## src/sv/stc_pkg.sv

```systemverilog
// ----------------------------------------------------------------------------
// stc_pkg
// Shared types, constants and helpers for the stepper command block.
// ----------------------------------------------------------------------------
package stc_pkg;

	localparam int unsigned CLOCK_HZ = 16000000;
	localparam int unsigned PRESCALE = 8;

	localparam int DIV_W = 48;

	localparam logic [16:0] RPM_CAP     = 17'd1000;
	// turn products at or above 65536 * 360 clamp the count
	localparam logic [47:0] CNT_CLAMP   = 48'd23592960;
	// ceil(2^28 / 45): exact floor division by 45 for 22-bit inputs
	localparam logic [22:0] CNT_RECIP   = 23'd5965233;
	// ceil(2^28 / 15): exact floor division by 15 for 24-bit inputs
	localparam logic [24:0] FREQ_RECIP  = 25'd17895698;
	localparam logic [47:0] DIV_CLOCK   = 48'(CLOCK_HZ);
	localparam logic [47:0] PER_SCALE   = 48'(2 * PRESCALE);
	localparam logic [15:0] MSTEP_RST   = 16'd200;
	localparam logic [30:0] BUDGET_RST  = 31'd30000;
	localparam logic [30:0] BUDGET_MAX  = 31'h7FFF_FFFF;
	localparam logic signed [33:0] SAVE_DRIFT = 34'sd500;

	typedef enum logic [1:0] {
		KIND_SPEED = 2'd0,
		KIND_TURN  = 2'd1,
		KIND_POLL  = 2'd2,
		KIND_STOP  = 2'd3
	} kind_t;

	typedef enum logic {
		CFG_MICROSTEPS = 1'b0,
		CFG_BUDGET     = 1'b1
	} cfg_idx_t;

	typedef enum logic [2:0] {
		ST_IDLE,
		ST_CNT,
		ST_FREQ,
		ST_PER,
		ST_EXEC
	} back_st_t;

	// classified request as it travels through the queue
	typedef struct packed {
		kind_t        kind;
		logic         rpm_pos;
		logic         rpm_neg;
		logic [16:0]  mag;
		logic [25:0]  spd_prod;
		logic [47:0]  cnt_prod;
		logic [15:0]  sample;
	} cmd_t;

	// quotient minus one, saturated to 16 bits; zero gives all ones
	function automatic logic [15:0] sat_m1(input logic [47:0] q);
		logic [15:0] r;
		if (q == 48'd0 || q >= 48'd65536) begin
			r = 16'hFFFF;
		end else begin
			r = q[15:0] - 16'd1;
		end
		return r;
	endfunction

endpackage

```

## src/sv/stc_cmd_if.sv

```systemverilog
// ----------------------------------------------------------------------------
// stc_cmd_if
// Command request channel.
// ----------------------------------------------------------------------------
interface stc_cmd_if import stc_pkg::*; ();
	logic               valid;
	logic               ready;
	kind_t              kind;
	logic signed [15:0] rpm;
	logic signed [31:0] angle_deg;
	logic [15:0]        count_sample;

	modport source (output valid, kind, rpm, angle_deg, count_sample, input ready);
	modport sink (input valid, kind, rpm, angle_deg, count_sample, output ready);
endinterface

```

## src/sv/stc_res_if.sv

```systemverilog
// ----------------------------------------------------------------------------
// stc_res_if
// Result request channel.
// ----------------------------------------------------------------------------
interface stc_res_if import stc_pkg::*; ();
	logic        valid;
	logic        ready;
	logic [15:0] step_compare;
	logic        step_active;
	logic        direction_cw;
	logic        driver_enable;
	logic [15:0] target_compare;
	logic        counter_clear;
	logic [30:0] budget_left;
	logic        tripped;
	logic        save_request;

	modport source (output valid, step_compare, step_active, direction_cw, driver_enable,
		target_compare, counter_clear, budget_left, tripped, save_request, input ready);
	modport sink (input valid, step_compare, step_active, direction_cw, driver_enable,
		target_compare, counter_clear, budget_left, tripped, save_request, output ready);
endinterface

```

## src/sv/stc_cfg_if.sv

```systemverilog
// ----------------------------------------------------------------------------
// stc_cfg_if
// Configuration register write channel.
// ----------------------------------------------------------------------------
interface stc_cfg_if import stc_pkg::*; ();
	logic        valid;
	logic        ready;
	cfg_idx_t    index;
	logic [15:0] data;

	modport source (output valid, index, data, input ready);
	modport sink (input valid, index, data, output ready);
endinterface

```

## src/sv/stepper_command_travel_limit.sv

```systemverilog
// ----------------------------------------------------------------------------
// stepper_command_travel_limit
// Stepper command block with step rate, turn count and travel budget limit.
// ----------------------------------------------------------------------------
// flow: poll, stop and zero speed go idle, exec; speed goes idle, rate, then the
//   serial step-period divider and exec; turn adds count; zero rate skips divider
// throughput: one request at a time in the back end, the next starts in the cycle
//   after a result is written; the 2-entry queue lets the front accept meanwhile
// reset: motor state and queue cleared, budget 30000, microsteps 200
module stepper_command_travel_limit import stc_pkg::*; (
	input  logic      clk,
	input  logic      arst_n,
	stc_cmd_if.sink   cmd,
	stc_res_if.source res,
	stc_cfg_if.sink   cfg
);
	logic        push;
	logic        pop;
	logic        q_full;
	logic        q_valid;
	cmd_t        q_wdata;
	cmd_t        q_rdata;
	logic [15:0] microsteps;

	stc_front u_front (
		.cmd        (cmd),
		.microsteps (microsteps),
		.q_full     (q_full),
		.push       (push),
		.wdata      (q_wdata)
	);

	stc_fifo u_fifo (
		.clk    (clk),
		.arst_n (arst_n),
		.push   (push),
		.wdata  (q_wdata),
		.full   (q_full),
		.valid  (q_valid),
		.rdata  (q_rdata),
		.pop    (pop)
	);

	stc_back u_back (
		.clk        (clk),
		.arst_n     (arst_n),
		.cfg        (cfg),
		.res        (res),
		.q_valid    (q_valid),
		.q_data     (q_rdata),
		.q_pop      (pop),
		.microsteps (microsteps)
	);

	// queue never pushed while full
	a_no_overflow: assert property (@(posedge clk) disable iff (!arst_n)
		!(push && q_full)) else $error("queue overflow");

	// a tripped result never shows the driver enabled
	a_trip_off: assert property (@(posedge clk) disable iff (!arst_n)
		res.valid && res.tripped |-> !res.driver_enable) else $error("enabled while tripped");

	// stopped step output always carries a cleared compare value
	a_idle_cmp: assert property (@(posedge clk) disable iff (!arst_n)
		res.valid && !res.step_active |-> res.step_compare == 16'd0)
		else $error("compare value while stopped");
endmodule

```

## src/sv/stc_fifo.sv

```systemverilog
// ----------------------------------------------------------------------------
// stc_fifo
// Two-entry queue between the command front end and the execution back end.
// ----------------------------------------------------------------------------
module stc_fifo import stc_pkg::*; (
	input  logic clk,
	input  logic arst_n,
	input  logic push,
	input  cmd_t wdata,
	output logic full,
	output logic valid,
	output cmd_t rdata,
	input  logic pop
);
	cmd_t       mem_q [2];
	logic       wr_q;
	logic       rd_q;
	logic [1:0] cnt_q;

	assign full  = (cnt_q == 2'd2);
	assign valid = (cnt_q != 2'd0);
	assign rdata = mem_q[rd_q];

	// storage
	always_ff @(posedge clk) begin
		if (push) begin
			mem_q[wr_q] <= wdata;
		end
	end

	// pointers and fill count
	always_ff @(posedge clk or negedge arst_n) begin
		if (!arst_n) begin
			wr_q  <= 1'b0;
			rd_q  <= 1'b0;
			cnt_q <= 2'd0;
		end else begin
			if (push) begin
				wr_q <= ~wr_q;
			end
			if (pop) begin
				rd_q <= ~rd_q;
			end
			cnt_q <= cnt_q + 2'(push) - 2'(pop);
		end
	end
endmodule

```

## src/sv/stc_front.sv

```systemverilog
// ----------------------------------------------------------------------------
// stc_front
// Accepts command requests and reduces them to magnitudes and products.
// ----------------------------------------------------------------------------
module stc_front import stc_pkg::*; (
	stc_cmd_if.sink    cmd,
	input  logic [15:0] microsteps,
	input  logic        q_full,
	output logic        push,
	output cmd_t        wdata
);
	logic signed [15:0] rpm_eff;
	logic [16:0]        rpm_ext;
	logic [16:0]        mag;
	logic [9:0]         capped;
	logic [31:0]        ang_mag;

	assign cmd.ready = ~q_full;
	assign push      = cmd.valid & ~q_full;

	// a negative turn angle reverses the speed sign
	always_comb begin
		rpm_eff = cmd.rpm;
		if (cmd.kind == KIND_TURN && cmd.angle_deg[31]) begin
			rpm_eff = 16'(-cmd.rpm);
		end
		rpm_ext = {rpm_eff[15], rpm_eff};
		mag     = rpm_ext[16] ? 17'(17'd0 - rpm_ext) : rpm_ext;
		capped  = (mag > RPM_CAP) ? RPM_CAP[9:0] : mag[9:0];
		ang_mag = cmd.angle_deg[31] ? 32'(32'd0 - cmd.angle_deg) : cmd.angle_deg;
	end

	// queue entry
	always_comb begin
		wdata.kind     = cmd.kind;
		wdata.rpm_pos  = ~rpm_eff[15] & (rpm_eff != 16'sd0);
		wdata.rpm_neg  = rpm_eff[15];
		wdata.mag      = mag;
		wdata.spd_prod = 26'(capped) * 26'(microsteps);
		wdata.cnt_prod = 48'(ang_mag) * 48'(microsteps);
		wdata.sample   = cmd.count_sample;
	end
endmodule

```

## src/sv/stc_div.sv

```systemverilog
// ----------------------------------------------------------------------------
// stc_div
// Restoring divider, one quotient bit per cycle.
// ----------------------------------------------------------------------------
module stc_div import stc_pkg::*; (
	input  logic             clk,
	input  logic             arst_n,
	input  logic             start,
	input  logic [DIV_W-1:0] dividend,
	input  logic [DIV_W-1:0] divisor,
	output logic             done,
	output logic [DIV_W-1:0] quot
);
	logic [DIV_W-1:0] rem_q;
	logic [DIV_W-1:0] quo_q;
	logic [DIV_W-1:0] dvs_q;
	logic [5:0]       cnt_q;
	logic             busy_q;
	logic             done_q;
	logic [DIV_W:0]   shifted;
	logic [DIV_W:0]   diff;

	assign done = done_q;
	assign quot = quo_q;

	// one trial subtraction
	always_comb begin
		shifted = {rem_q, quo_q[DIV_W-1]};
		diff    = shifted - {1'b0, dvs_q};
	end

	// datapath
	always_ff @(posedge clk) begin
		if (start) begin
			rem_q <= '0;
			quo_q <= dividend;
			dvs_q <= divisor;
		end else if (busy_q) begin
			if (!diff[DIV_W]) begin
				rem_q <= diff[DIV_W-1:0];
			end else begin
				rem_q <= shifted[DIV_W-1:0];
			end
			quo_q <= {quo_q[DIV_W-2:0], ~diff[DIV_W]};
		end
	end

	// step control
	always_ff @(posedge clk or negedge arst_n) begin
		if (!arst_n) begin
			busy_q <= 1'b0;
			done_q <= 1'b0;
			cnt_q  <= '0;
		end else begin
			done_q <= 1'b0;
			if (start) begin
				busy_q <= 1'b1;
				cnt_q  <= 6'(DIV_W - 1);
			end else if (busy_q) begin
				cnt_q <= cnt_q - 6'd1;
				if (cnt_q == 6'd0) begin
					busy_q <= 1'b0;
					done_q <= 1'b1;
				end
			end
		end
	end
endmodule

```

## src/sv/stc_back.sv

```systemverilog
// ----------------------------------------------------------------------------
// stc_back
// Executes queued requests: divisions, motor state, travel budget, results.
// ----------------------------------------------------------------------------
module stc_back import stc_pkg::*; (
	input  logic        clk,
	input  logic        arst_n,
	stc_cfg_if.sink     cfg,
	stc_res_if.source   res,
	input  logic        q_valid,
	input  cmd_t        q_data,
	output logic        q_pop,
	output logic [15:0] microsteps
);
	back_st_t    st_q, st_d;
	cmd_t        cmd_q;
	logic        exec;
	logic        div_start;
	logic [47:0] div_dvd;
	logic [47:0] div_dvs;
	logic        div_done;
	logic [47:0] div_quo;
	logic [15:0] cnt_cmp_q;
	logic [15:0] spd_cmp_q;

	logic [21:0] cnt_in;
	logic [44:0] cnt_mul;
	logic [16:0] cnt_val;
	logic [15:0] cnt_cmp;
	logic [23:0] f_in;
	logic [48:0] f_mul;
	logic [20:0] f_val;

	logic [15:0] ms_q;
	logic        dir_q, run_q, pulse_q, limit_q, zsaved_q;
	logic [15:0] cmp_q, angle_q, prev_q;
	logic [30:0] budget_q, saved_q;

	logic        dir_d, run_d, pulse_d, limit_d, zsaved_d, clear_d, save_d;
	logic [15:0] cmp_d, angle_d, prev_d;
	logic [30:0] budget_d, saved_d;
	logic signed [33:0] b;
	logic signed [33:0] drift;
	logic [15:0] delta;

	assign microsteps = ms_q;
	assign cfg.ready  = 1'b1;

	stc_div u_div (
		.clk      (clk),
		.arst_n   (arst_n),
		.start    (div_start),
		.dividend (div_dvd),
		.divisor  (div_dvs),
		.done     (div_done),
		.quot     (div_quo)
	);

	// turn count (product / 360) and step rate (product / 60) by reciprocal
	always_comb begin
		cnt_in  = cmd_q.cnt_prod[24:3];
		cnt_mul = 45'(cnt_in) * 45'(CNT_RECIP);
		cnt_val = cnt_mul[44:28];
		if (cmd_q.cnt_prod >= CNT_CLAMP) begin
			cnt_cmp = 16'hFFFF;
		end else begin
			cnt_cmp = sat_m1(48'(cnt_val));
		end
		f_in  = cmd_q.spd_prod[25:2];
		f_mul = 49'(f_in) * 49'(FREQ_RECIP);
		f_val = f_mul[48:28];
	end

	// state register
	always_ff @(posedge clk or negedge arst_n) begin
		if (!arst_n) begin
			st_q <= ST_IDLE;
		end else begin
			st_q <= st_d;
		end
	end

	// sequencer: turn count, step rate, period division, execution
	always_comb begin
		st_d      = st_q;
		q_pop     = 1'b0;
		exec      = 1'b0;
		div_start = 1'b0;
		div_dvd   = '0;
		div_dvs   = '0;
		case (st_q)
			ST_IDLE: begin
				if (q_valid) begin
					q_pop = 1'b1;
					if (q_data.kind == KIND_TURN) begin
						st_d = ST_CNT;
					end else if (q_data.kind == KIND_SPEED && q_data.mag != 17'd0) begin
						st_d = ST_FREQ;
					end else begin
						st_d = ST_EXEC;
					end
				end
			end
			ST_CNT: begin
				if (cmd_q.mag != 17'd0) begin
					st_d = ST_FREQ;
				end else begin
					st_d = ST_EXEC;
				end
			end
			ST_FREQ: begin
				if (f_val == 21'd0) begin
					st_d = ST_EXEC;
				end else begin
					div_start = 1'b1;
					div_dvd   = DIV_CLOCK;
					div_dvs   = 48'(f_val) * PER_SCALE;
					st_d      = ST_PER;
				end
			end
			ST_PER: begin
				if (div_done) begin
					st_d = ST_EXEC;
				end
			end
			ST_EXEC: begin
				if (!res.valid || res.ready) begin
					exec = 1'b1;
					st_d = ST_IDLE;
				end
			end
			default: begin
				st_d = ST_IDLE;
			end
		endcase
	end

	// request and quotient holding registers
	always_ff @(posedge clk) begin
		if (q_pop) begin
			cmd_q <= q_data;
		end
		if (st_q == ST_CNT) begin
			cnt_cmp_q <= cnt_cmp;
		end
		if (st_q == ST_FREQ && f_val == 21'd0) begin
			spd_cmp_q <= 16'hFFFF;
		end
		if (st_q == ST_PER && div_done) begin
			spd_cmp_q <= sat_m1(div_quo);
		end
	end

	// next motor and budget state for the held request
	always_comb begin
		dir_d    = dir_q;
		run_d    = run_q;
		pulse_d  = pulse_q;
		limit_d  = limit_q;
		zsaved_d = zsaved_q;
		cmp_d    = cmp_q;
		angle_d  = angle_q;
		prev_d   = prev_q;
		budget_d = budget_q;
		saved_d  = saved_q;
		clear_d  = 1'b0;
		save_d   = 1'b0;
		b        = 34'(budget_q);
		drift    = '0;
		delta    = cmd_q.sample - prev_q;
		case (cmd_q.kind)
			KIND_SPEED, KIND_TURN: begin
				if (cmd_q.kind == KIND_TURN) begin
					angle_d = cnt_cmp_q;
					clear_d = 1'b1;
				end
				if (cmd_q.rpm_pos) begin
					dir_d = 1'b1;
				end else if (cmd_q.rpm_neg) begin
					dir_d = 1'b0;
				end
				if (cmd_q.mag == 17'd0) begin
					pulse_d = 1'b0;
					cmp_d   = 16'd0;
				end else begin
					cmp_d   = spd_cmp_q;
					pulse_d = 1'b1;
					if (!run_q && !limit_q) begin
						run_d = 1'b1;
					end
				end
			end
			KIND_POLL: begin
				// move the budget by the counter delta
				if (budget_q != 31'd0 || !dir_q) begin
					prev_d  = cmd_q.sample;
					limit_d = 1'b0;
					if (dir_q) begin
						b = b - 34'(delta);
					end else begin
						b = b + 34'(delta);
					end
					if (b > $signed(34'(BUDGET_MAX))) begin
						b = 34'(BUDGET_MAX);
					end
				end
				// trip at zero or below
				if (b <= 34'sd0) begin
					pulse_d = 1'b0;
					cmp_d   = 16'd0;
					angle_d = 16'd0;
					run_d   = 1'b0;
					prev_d  = 16'd0;
					dir_d   = 1'b0;
					clear_d = 1'b1;
					b       = '0;
					limit_d = 1'b1;
				end
				budget_d = b[30:0];
				// save check
				drift = b - 34'(saved_q);
				if (drift > SAVE_DRIFT || drift < -SAVE_DRIFT) begin
					save_d  = 1'b1;
					saved_d = b[30:0];
				end else if (b == 34'sd0 && !zsaved_q) begin
					save_d   = 1'b1;
					saved_d  = 31'd0;
					zsaved_d = 1'b1;
				end
			end
			default: begin
				pulse_d = 1'b0;
				cmp_d   = 16'd0;
				angle_d = 16'd0;
				run_d   = 1'b0;
				prev_d  = 16'd0;
				dir_d   = 1'b0;
				clear_d = 1'b1;
			end
		endcase
	end

	// architectural state and configuration
	always_ff @(posedge clk or negedge arst_n) begin
		if (!arst_n) begin
			ms_q     <= MSTEP_RST;
			dir_q    <= 1'b0;
			run_q    <= 1'b0;
			pulse_q  <= 1'b0;
			limit_q  <= 1'b0;
			zsaved_q <= 1'b0;
			cmp_q    <= 16'd0;
			angle_q  <= 16'd0;
			prev_q   <= 16'd0;
			budget_q <= BUDGET_RST;
			saved_q  <= BUDGET_RST;
		end else if (cfg.valid) begin
			case (cfg.index)
				CFG_MICROSTEPS: ms_q <= cfg.data;
				CFG_BUDGET: begin
					budget_q <= 31'(cfg.data);
					saved_q  <= 31'(cfg.data);
				end
				default: ;
			endcase
		end else if (exec) begin
			dir_q    <= dir_d;
			run_q    <= run_d;
			pulse_q  <= pulse_d;
			limit_q  <= limit_d;
			zsaved_q <= zsaved_d;
			cmp_q    <= cmp_d;
			angle_q  <= angle_d;
			prev_q   <= prev_d;
			budget_q <= budget_d;
			saved_q  <= saved_d;
		end
	end

	// result register
	always_ff @(posedge clk or negedge arst_n) begin
		if (!arst_n) begin
			res.valid <= 1'b0;
		end else if (exec) begin
			res.valid <= 1'b1;
		end else if (res.ready) begin
			res.valid <= 1'b0;
		end
	end

	always_ff @(posedge clk) begin
		if (exec) begin
			res.step_compare   <= cmp_d;
			res.step_active    <= pulse_d;
			res.direction_cw   <= dir_d;
			res.driver_enable  <= run_d;
			res.target_compare <= angle_d;
			res.counter_clear  <= clear_d;
			res.budget_left    <= budget_d;
			res.tripped        <= limit_d;
			res.save_request   <= save_d;
		end
	end
endmodule

```

## src/flat_wrapper.sv

```systemverilog
// flat-port wrapper written by rule: the top's interface ports become plain ports
module stepper_command_travel_limit_flat import stc_pkg::*;
  (clk, arst_n, cmd_valid, cmd_kind, cmd_rpm, cmd_angle_deg, cmd_count_sample, cmd_ready, res_valid, res_step_compare, res_step_active, res_direction_cw, res_driver_enable, res_target_compare, res_counter_clear, res_budget_left, res_tripped, res_save_request, res_ready, cfg_valid, cfg_index, cfg_data, cfg_ready);
  stc_cmd_if cmd_i ();
  stc_res_if res_i ();
  stc_cfg_if cfg_i ();
  input  logic clk;
  input  logic arst_n;
  input wire logic [$bits(cmd_i.valid)-1:0] cmd_valid;
  input wire logic [$bits(cmd_i.kind)-1:0] cmd_kind;
  input wire logic [$bits(cmd_i.rpm)-1:0] cmd_rpm;
  input wire logic [$bits(cmd_i.angle_deg)-1:0] cmd_angle_deg;
  input wire logic [$bits(cmd_i.count_sample)-1:0] cmd_count_sample;
  output wire logic [$bits(cmd_i.ready)-1:0] cmd_ready;
  output wire logic [$bits(res_i.valid)-1:0] res_valid;
  output wire logic [$bits(res_i.step_compare)-1:0] res_step_compare;
  output wire logic [$bits(res_i.step_active)-1:0] res_step_active;
  output wire logic [$bits(res_i.direction_cw)-1:0] res_direction_cw;
  output wire logic [$bits(res_i.driver_enable)-1:0] res_driver_enable;
  output wire logic [$bits(res_i.target_compare)-1:0] res_target_compare;
  output wire logic [$bits(res_i.counter_clear)-1:0] res_counter_clear;
  output wire logic [$bits(res_i.budget_left)-1:0] res_budget_left;
  output wire logic [$bits(res_i.tripped)-1:0] res_tripped;
  output wire logic [$bits(res_i.save_request)-1:0] res_save_request;
  input wire logic [$bits(res_i.ready)-1:0] res_ready;
  input wire logic [$bits(cfg_i.valid)-1:0] cfg_valid;
  input wire logic [$bits(cfg_i.index)-1:0] cfg_index;
  input wire logic [$bits(cfg_i.data)-1:0] cfg_data;
  output wire logic [$bits(cfg_i.ready)-1:0] cfg_ready;
  assign cmd_i.valid = cmd_valid;
  assign cmd_i.kind = cmd_kind;
  assign cmd_i.rpm = cmd_rpm;
  assign cmd_i.angle_deg = cmd_angle_deg;
  assign cmd_i.count_sample = cmd_count_sample;
  assign cmd_ready = cmd_i.ready;
  assign res_valid = res_i.valid;
  assign res_step_compare = res_i.step_compare;
  assign res_step_active = res_i.step_active;
  assign res_direction_cw = res_i.direction_cw;
  assign res_driver_enable = res_i.driver_enable;
  assign res_target_compare = res_i.target_compare;
  assign res_counter_clear = res_i.counter_clear;
  assign res_budget_left = res_i.budget_left;
  assign res_tripped = res_i.tripped;
  assign res_save_request = res_i.save_request;
  assign res_i.ready = res_ready;
  assign cfg_i.valid = cfg_valid;
  assign cfg_i.index = cfg_index;
  assign cfg_i.data = cfg_data;
  assign cfg_ready = cfg_i.ready;
  stepper_command_travel_limit u_core (.clk(clk), .arst_n(arst_n), .cmd(cmd_i), .res(res_i), .cfg(cfg_i));
endmodule
```

## config.mk

```make
export PLATFORM = sky130hd
export DESIGN_NAME = stepper_command_travel_limit_flat
export DESIGN_NICKNAME = d
export VERILOG_FILES = /design/src/sv/stc_pkg.sv /design/src/sv/stc_cmd_if.sv /design/src/sv/stc_res_if.sv /design/src/sv/stc_cfg_if.sv /design/src/sv/stepper_command_travel_limit.sv /design/src/sv/stc_fifo.sv /design/src/sv/stc_front.sv /design/src/sv/stc_div.sv /design/src/sv/stc_back.sv /design/src/flat_wrapper.sv
export SDC_FILE = /design/constraint.sdc
export NUM_CORES = 2
export LEC_CHECK = 0
export BUFFER_PORTS_ARGS = -buffer_cell sky130_fd_sc_hd__buf_2
export CORE_MARGIN = 3
export CORE_UTILIZATION = 50
export CTS_CLUSTER_SIZE = 30
export DETAILED_ROUTE_END_ITERATION = 8
export PLACE_DENSITY = 0.62
export SLEW_MARGIN = 25
export SYNTH_ARGS = -nofsm -noshare
export SYNTH_HDL_FRONTEND = slang
export SYNTH_SLANG_ARGS = --single-unit
export TNS_END_PERCENT = 5
```

## constraint.sdc

```tcl
create_clock -name clk -period 17.2 [get_ports clk]
set_clock_uncertainty 0.1 [all_clocks]
set_input_delay 0 -clock clk [delete_from_list [all_inputs] [get_ports clk]]
set_output_delay 0 -clock clk [all_outputs]
set_load 0.02 [all_outputs]
```

==> results_dict.tcl <==
set metrics [dict create \
    cts_tree "done" \
    dp.final_hpwl_um 130000 \
    setup.worst_path.end_class "flop" \
    slowest_delay_ns 0.57 \
    synth_area_leader_cell "fa_1" \
    die_y_um 377 \
    regToRegSetupSlack_ns 4.63 \
    synth_commonest_cells "inv_1 (1,047), nand2_1 (752), fa_1 (738)" \
    core_mm2 0.136 \
    cts.sinks 683 \
    critPathArrivalTime_ns 13.02 \
    fin_crit_ns 12.57 \
    synth-seq-cells 683 \
    synth_area_per_cell_um2 10.1 \
    antenna_found_initial 4 \
    synthTopCellsByArea "fa_1 (22%), edfxtp_1 (21%), ha_1 (13%)" \
    syn_inst 6803 \
    critPathRequiredTime_ns 17.65 \
    slew_headroom_pct 32.4 \
    row_count 135 \
    grt_pass1_vias 51200 \
    io_pins 160 \
    wirelength_um 174000 \
    status "finished clean" \
    worstSetupPathType "reg2reg" \
    cp_slowest_cell "a21o_1" \
    die-width_um 377 \
    die_area_mm2 0.142 \
    synthMostInstantiatedCell "inv_1" \
    r2r-start "u_core.u_back.cmd_q[0]" \
    grt_pass1_wl_um 283000 \
    synth_edf_count 488 \
    drtIter0Drc 3338 \
    tightestPinTransition_ns 1.01 \
    cp-start-kind "flop" \
    yosys.cell_types.count 108 \
    nets 8464 \
    path_common_cell "a21oi_1" \
    cts_buffers 76 \
    rsz0062_at_grt "no" \
    cts.root.buffer_cell "clkbuf_16" \
    grt_remaining_overflow 0 \
    slew_violations 0 \
    place_congestion 0.912 \
    postRouteAntennaNets 0 \
    clk_path_buf_depth 3 \
    holdWs_ns 0.103 \
    finalHoldViolCount 0 \
    synth.top_cell.area_share_pct 21.5 \
    hold_path_depth 4 \
    worstReg2RegEnd "u_core.u_back.saved_q[17]" \
    vias 49300 \
    crit_fanout 45 \
    area_growth_pct 9.02 \
    fin_crit_sh_pct 73.1 \
    drc 0 \
    routedWlPerCell_um 19.8 \
    routed_via_density 5.62 \
    synthFlopType "edfxtp_1" \
    ctsResizeCount 0 \
    synthArstFlopShare_pct 21.5 \
    io_buffers 158 \
    first_pass_iters 5 \
    placed_area_mm2 0.0713 \
    synth-seq-area-share_pct 28.1 \
    r2r_cells 44 \
    fill_cells 12100 \
    max-cap-violations 0 \
    grt_usage_pct 25.1 \
    worstHoldStart "res_ready" \
    hp-class "in2reg" \
    clkLatencyLatePin_ns 0.69 \
    initial_core_util_pct 50.5 \
    finalSetupTns_ns 0 \
    drive_gt1_share_pct 8.81 \
    h-tree-depth 3 \
    fin_area_mm2 0.0748 \
    fmax_mhz 79.6 \
    synth_warnings 0 \
    syn_area_mm2 0.0686 \
    final-setup-viol-count 0 \
    whs_endpoint "u_core.u_back.res.valid" \
    clk_transition_reported_paths_ns 0.06 \
    grt_max_degree 99 \
]
how the worst max path moves through the flow:
stage,end,from,slack (ns),cells after the start
2_1_floorplan,u_core.u_fifo.cnt_q[1],u_core.u_back.st_q[1],4.15,8
3_3_place_gp,u_core.u_back.saved_q[20],u_core.u_back.cmd_q[0],4.97,44
3_5_place_dp,u_core.u_back.saved_q[17],u_core.u_back.cmd_q[0],4.84,44
4_1_cts,u_core.u_back.saved_q[17],u_core.u_back.cmd_q[0],4.77,44
5_1_grt,u_core.u_back.saved_q[16],u_core.u_back.cmd_q[0],3.73,44
6_report,u_core.u_back.saved_q[17],u_core.u_back.cmd_q[0],4.63,44
layout make-up:
class                           instances  area, µm²  area share, %
Timing Repair Buffer                  337       2400           3.20
Tap cell                             1781       2230           2.98
Sequential cell                       683      19300           25.8
Antenna cell                            1       2.50        0.00334
Multi-Input combinational cell       4793      44400           59.3
Inverter                             1048       3940           5.26
Clock buffer                           99       2080           2.78
Clock inverter                         42        484          0.647
routing by layer:
| layer | global-route usage (%) | wire (µm) |
|---|---|---|
| met4 | 6.70 | 4470 |
| met5 | 0 | 0 |
| met3 | 2.58 | 7840 |
| met2 | 40.8 | 81000 |
| met1 | 36.0 | 80900 |
registers in the layout, indices dropped and copies added, names as in the netlist, 2 cells and up:
| name | flops |
|---|---|
| u_core.u_fifo.mem_q | 212 |
| u_core.u_back.u_div.cnt_q | 6 |
| u_core.u_back.spd_cmp_q | 16 |
| u_core.u_back.u_div.quot | 48 |
| u_core.u_back.res.step_compare | 16 |
| u_core.u_back.cmd_q | 106 |
| u_core.u_back.res.budget_left | 31 |
| u_core.u_back.angle_q | 16 |
| u_core.u_back.saved_q | 31 |
| u_core.u_back.microsteps | 16 |
| u_core.u_back.cmp_q | 16 |
| u_core.u_back.u_div.rem_q | 48 |
| u_core.u_fifo.cnt_q | 2 |
| u_core.u_back.res.target_compare | 16 |
| u_core.u_back.st_q | 3 |
| u_core.u_back.cnt_cmp_q | 16 |
| u_core.u_back.u_div.dvs_q | 21 |
| u_core.u_back.budget_q | 31 |
| u_core.u_back.prev_q | 16 |
critical path, delay by kind of cell (launching register included):
| family | cells | cell delay [ns] |
|---|---|---|
| fa+ha+maj | 4 | 1.31 |
| mux | 2 | 0.50 |
| buf+inv | 5 | 1.14 |
| flops | 1 | 0.37 |
| simple gates | 11 | 2.93 |
| compound gates | 22 | 6.08 |
cell families (layout without fill, tap and decap cells):
group                      after synthesis  count (layout)  share of synthesized area, %
muxes                                  191             191                          3.05
AOI/OAI and AO/OA                     1004            1004                          10.1
DFF                                    683             683                          28.1
buffers and inverters                 1328            1526                          7.39
xor gates and xnor gates               260             260                          3.36
adders and majority gates             1437            1437                          34.3
and+or+nand+nor                       1898            1898                          13.7
other                                    2               4                        0.0109
stage by stage:
stage	utilization, %	instances	setup WS (ns)
floorplan	-	6804	4.15
global placement	52.4	8550	4.97
detailed placement	52.4	8550	4.84
CTS	55.0	8783	4.77
global route	55.0	8784	3.73
finish	55.0	8784	4.63
repair_timing:
action	in CTS	in global routing
buffers inserted	0	0
hold endpoints to repair	200	0
hold buffers	92	0
setup endpoints to repair	0	0
cells in the final DEF, fill, tap and decap left out, types with 76 or more instances in the layout:
master            n
fa_1            738
inv_1          1046
xnor2_1         183
dfrtp_1         128
nor2_1          269
dlygate4sd3_1    91
nor2b_1          92
clkbuf_16        76
buf_2           157
a21oi_1         218
nor3_1           94
and2_1          231
o21ai_0         147
buf_4            85
nand2_1         751
mux2_2          128
edfxtp_1        488
ha_1            699
a211oi_1         80
Power is not shown: default switching activity piles up to over one toggle a cycle in this logic, so the estimate is an artifact.
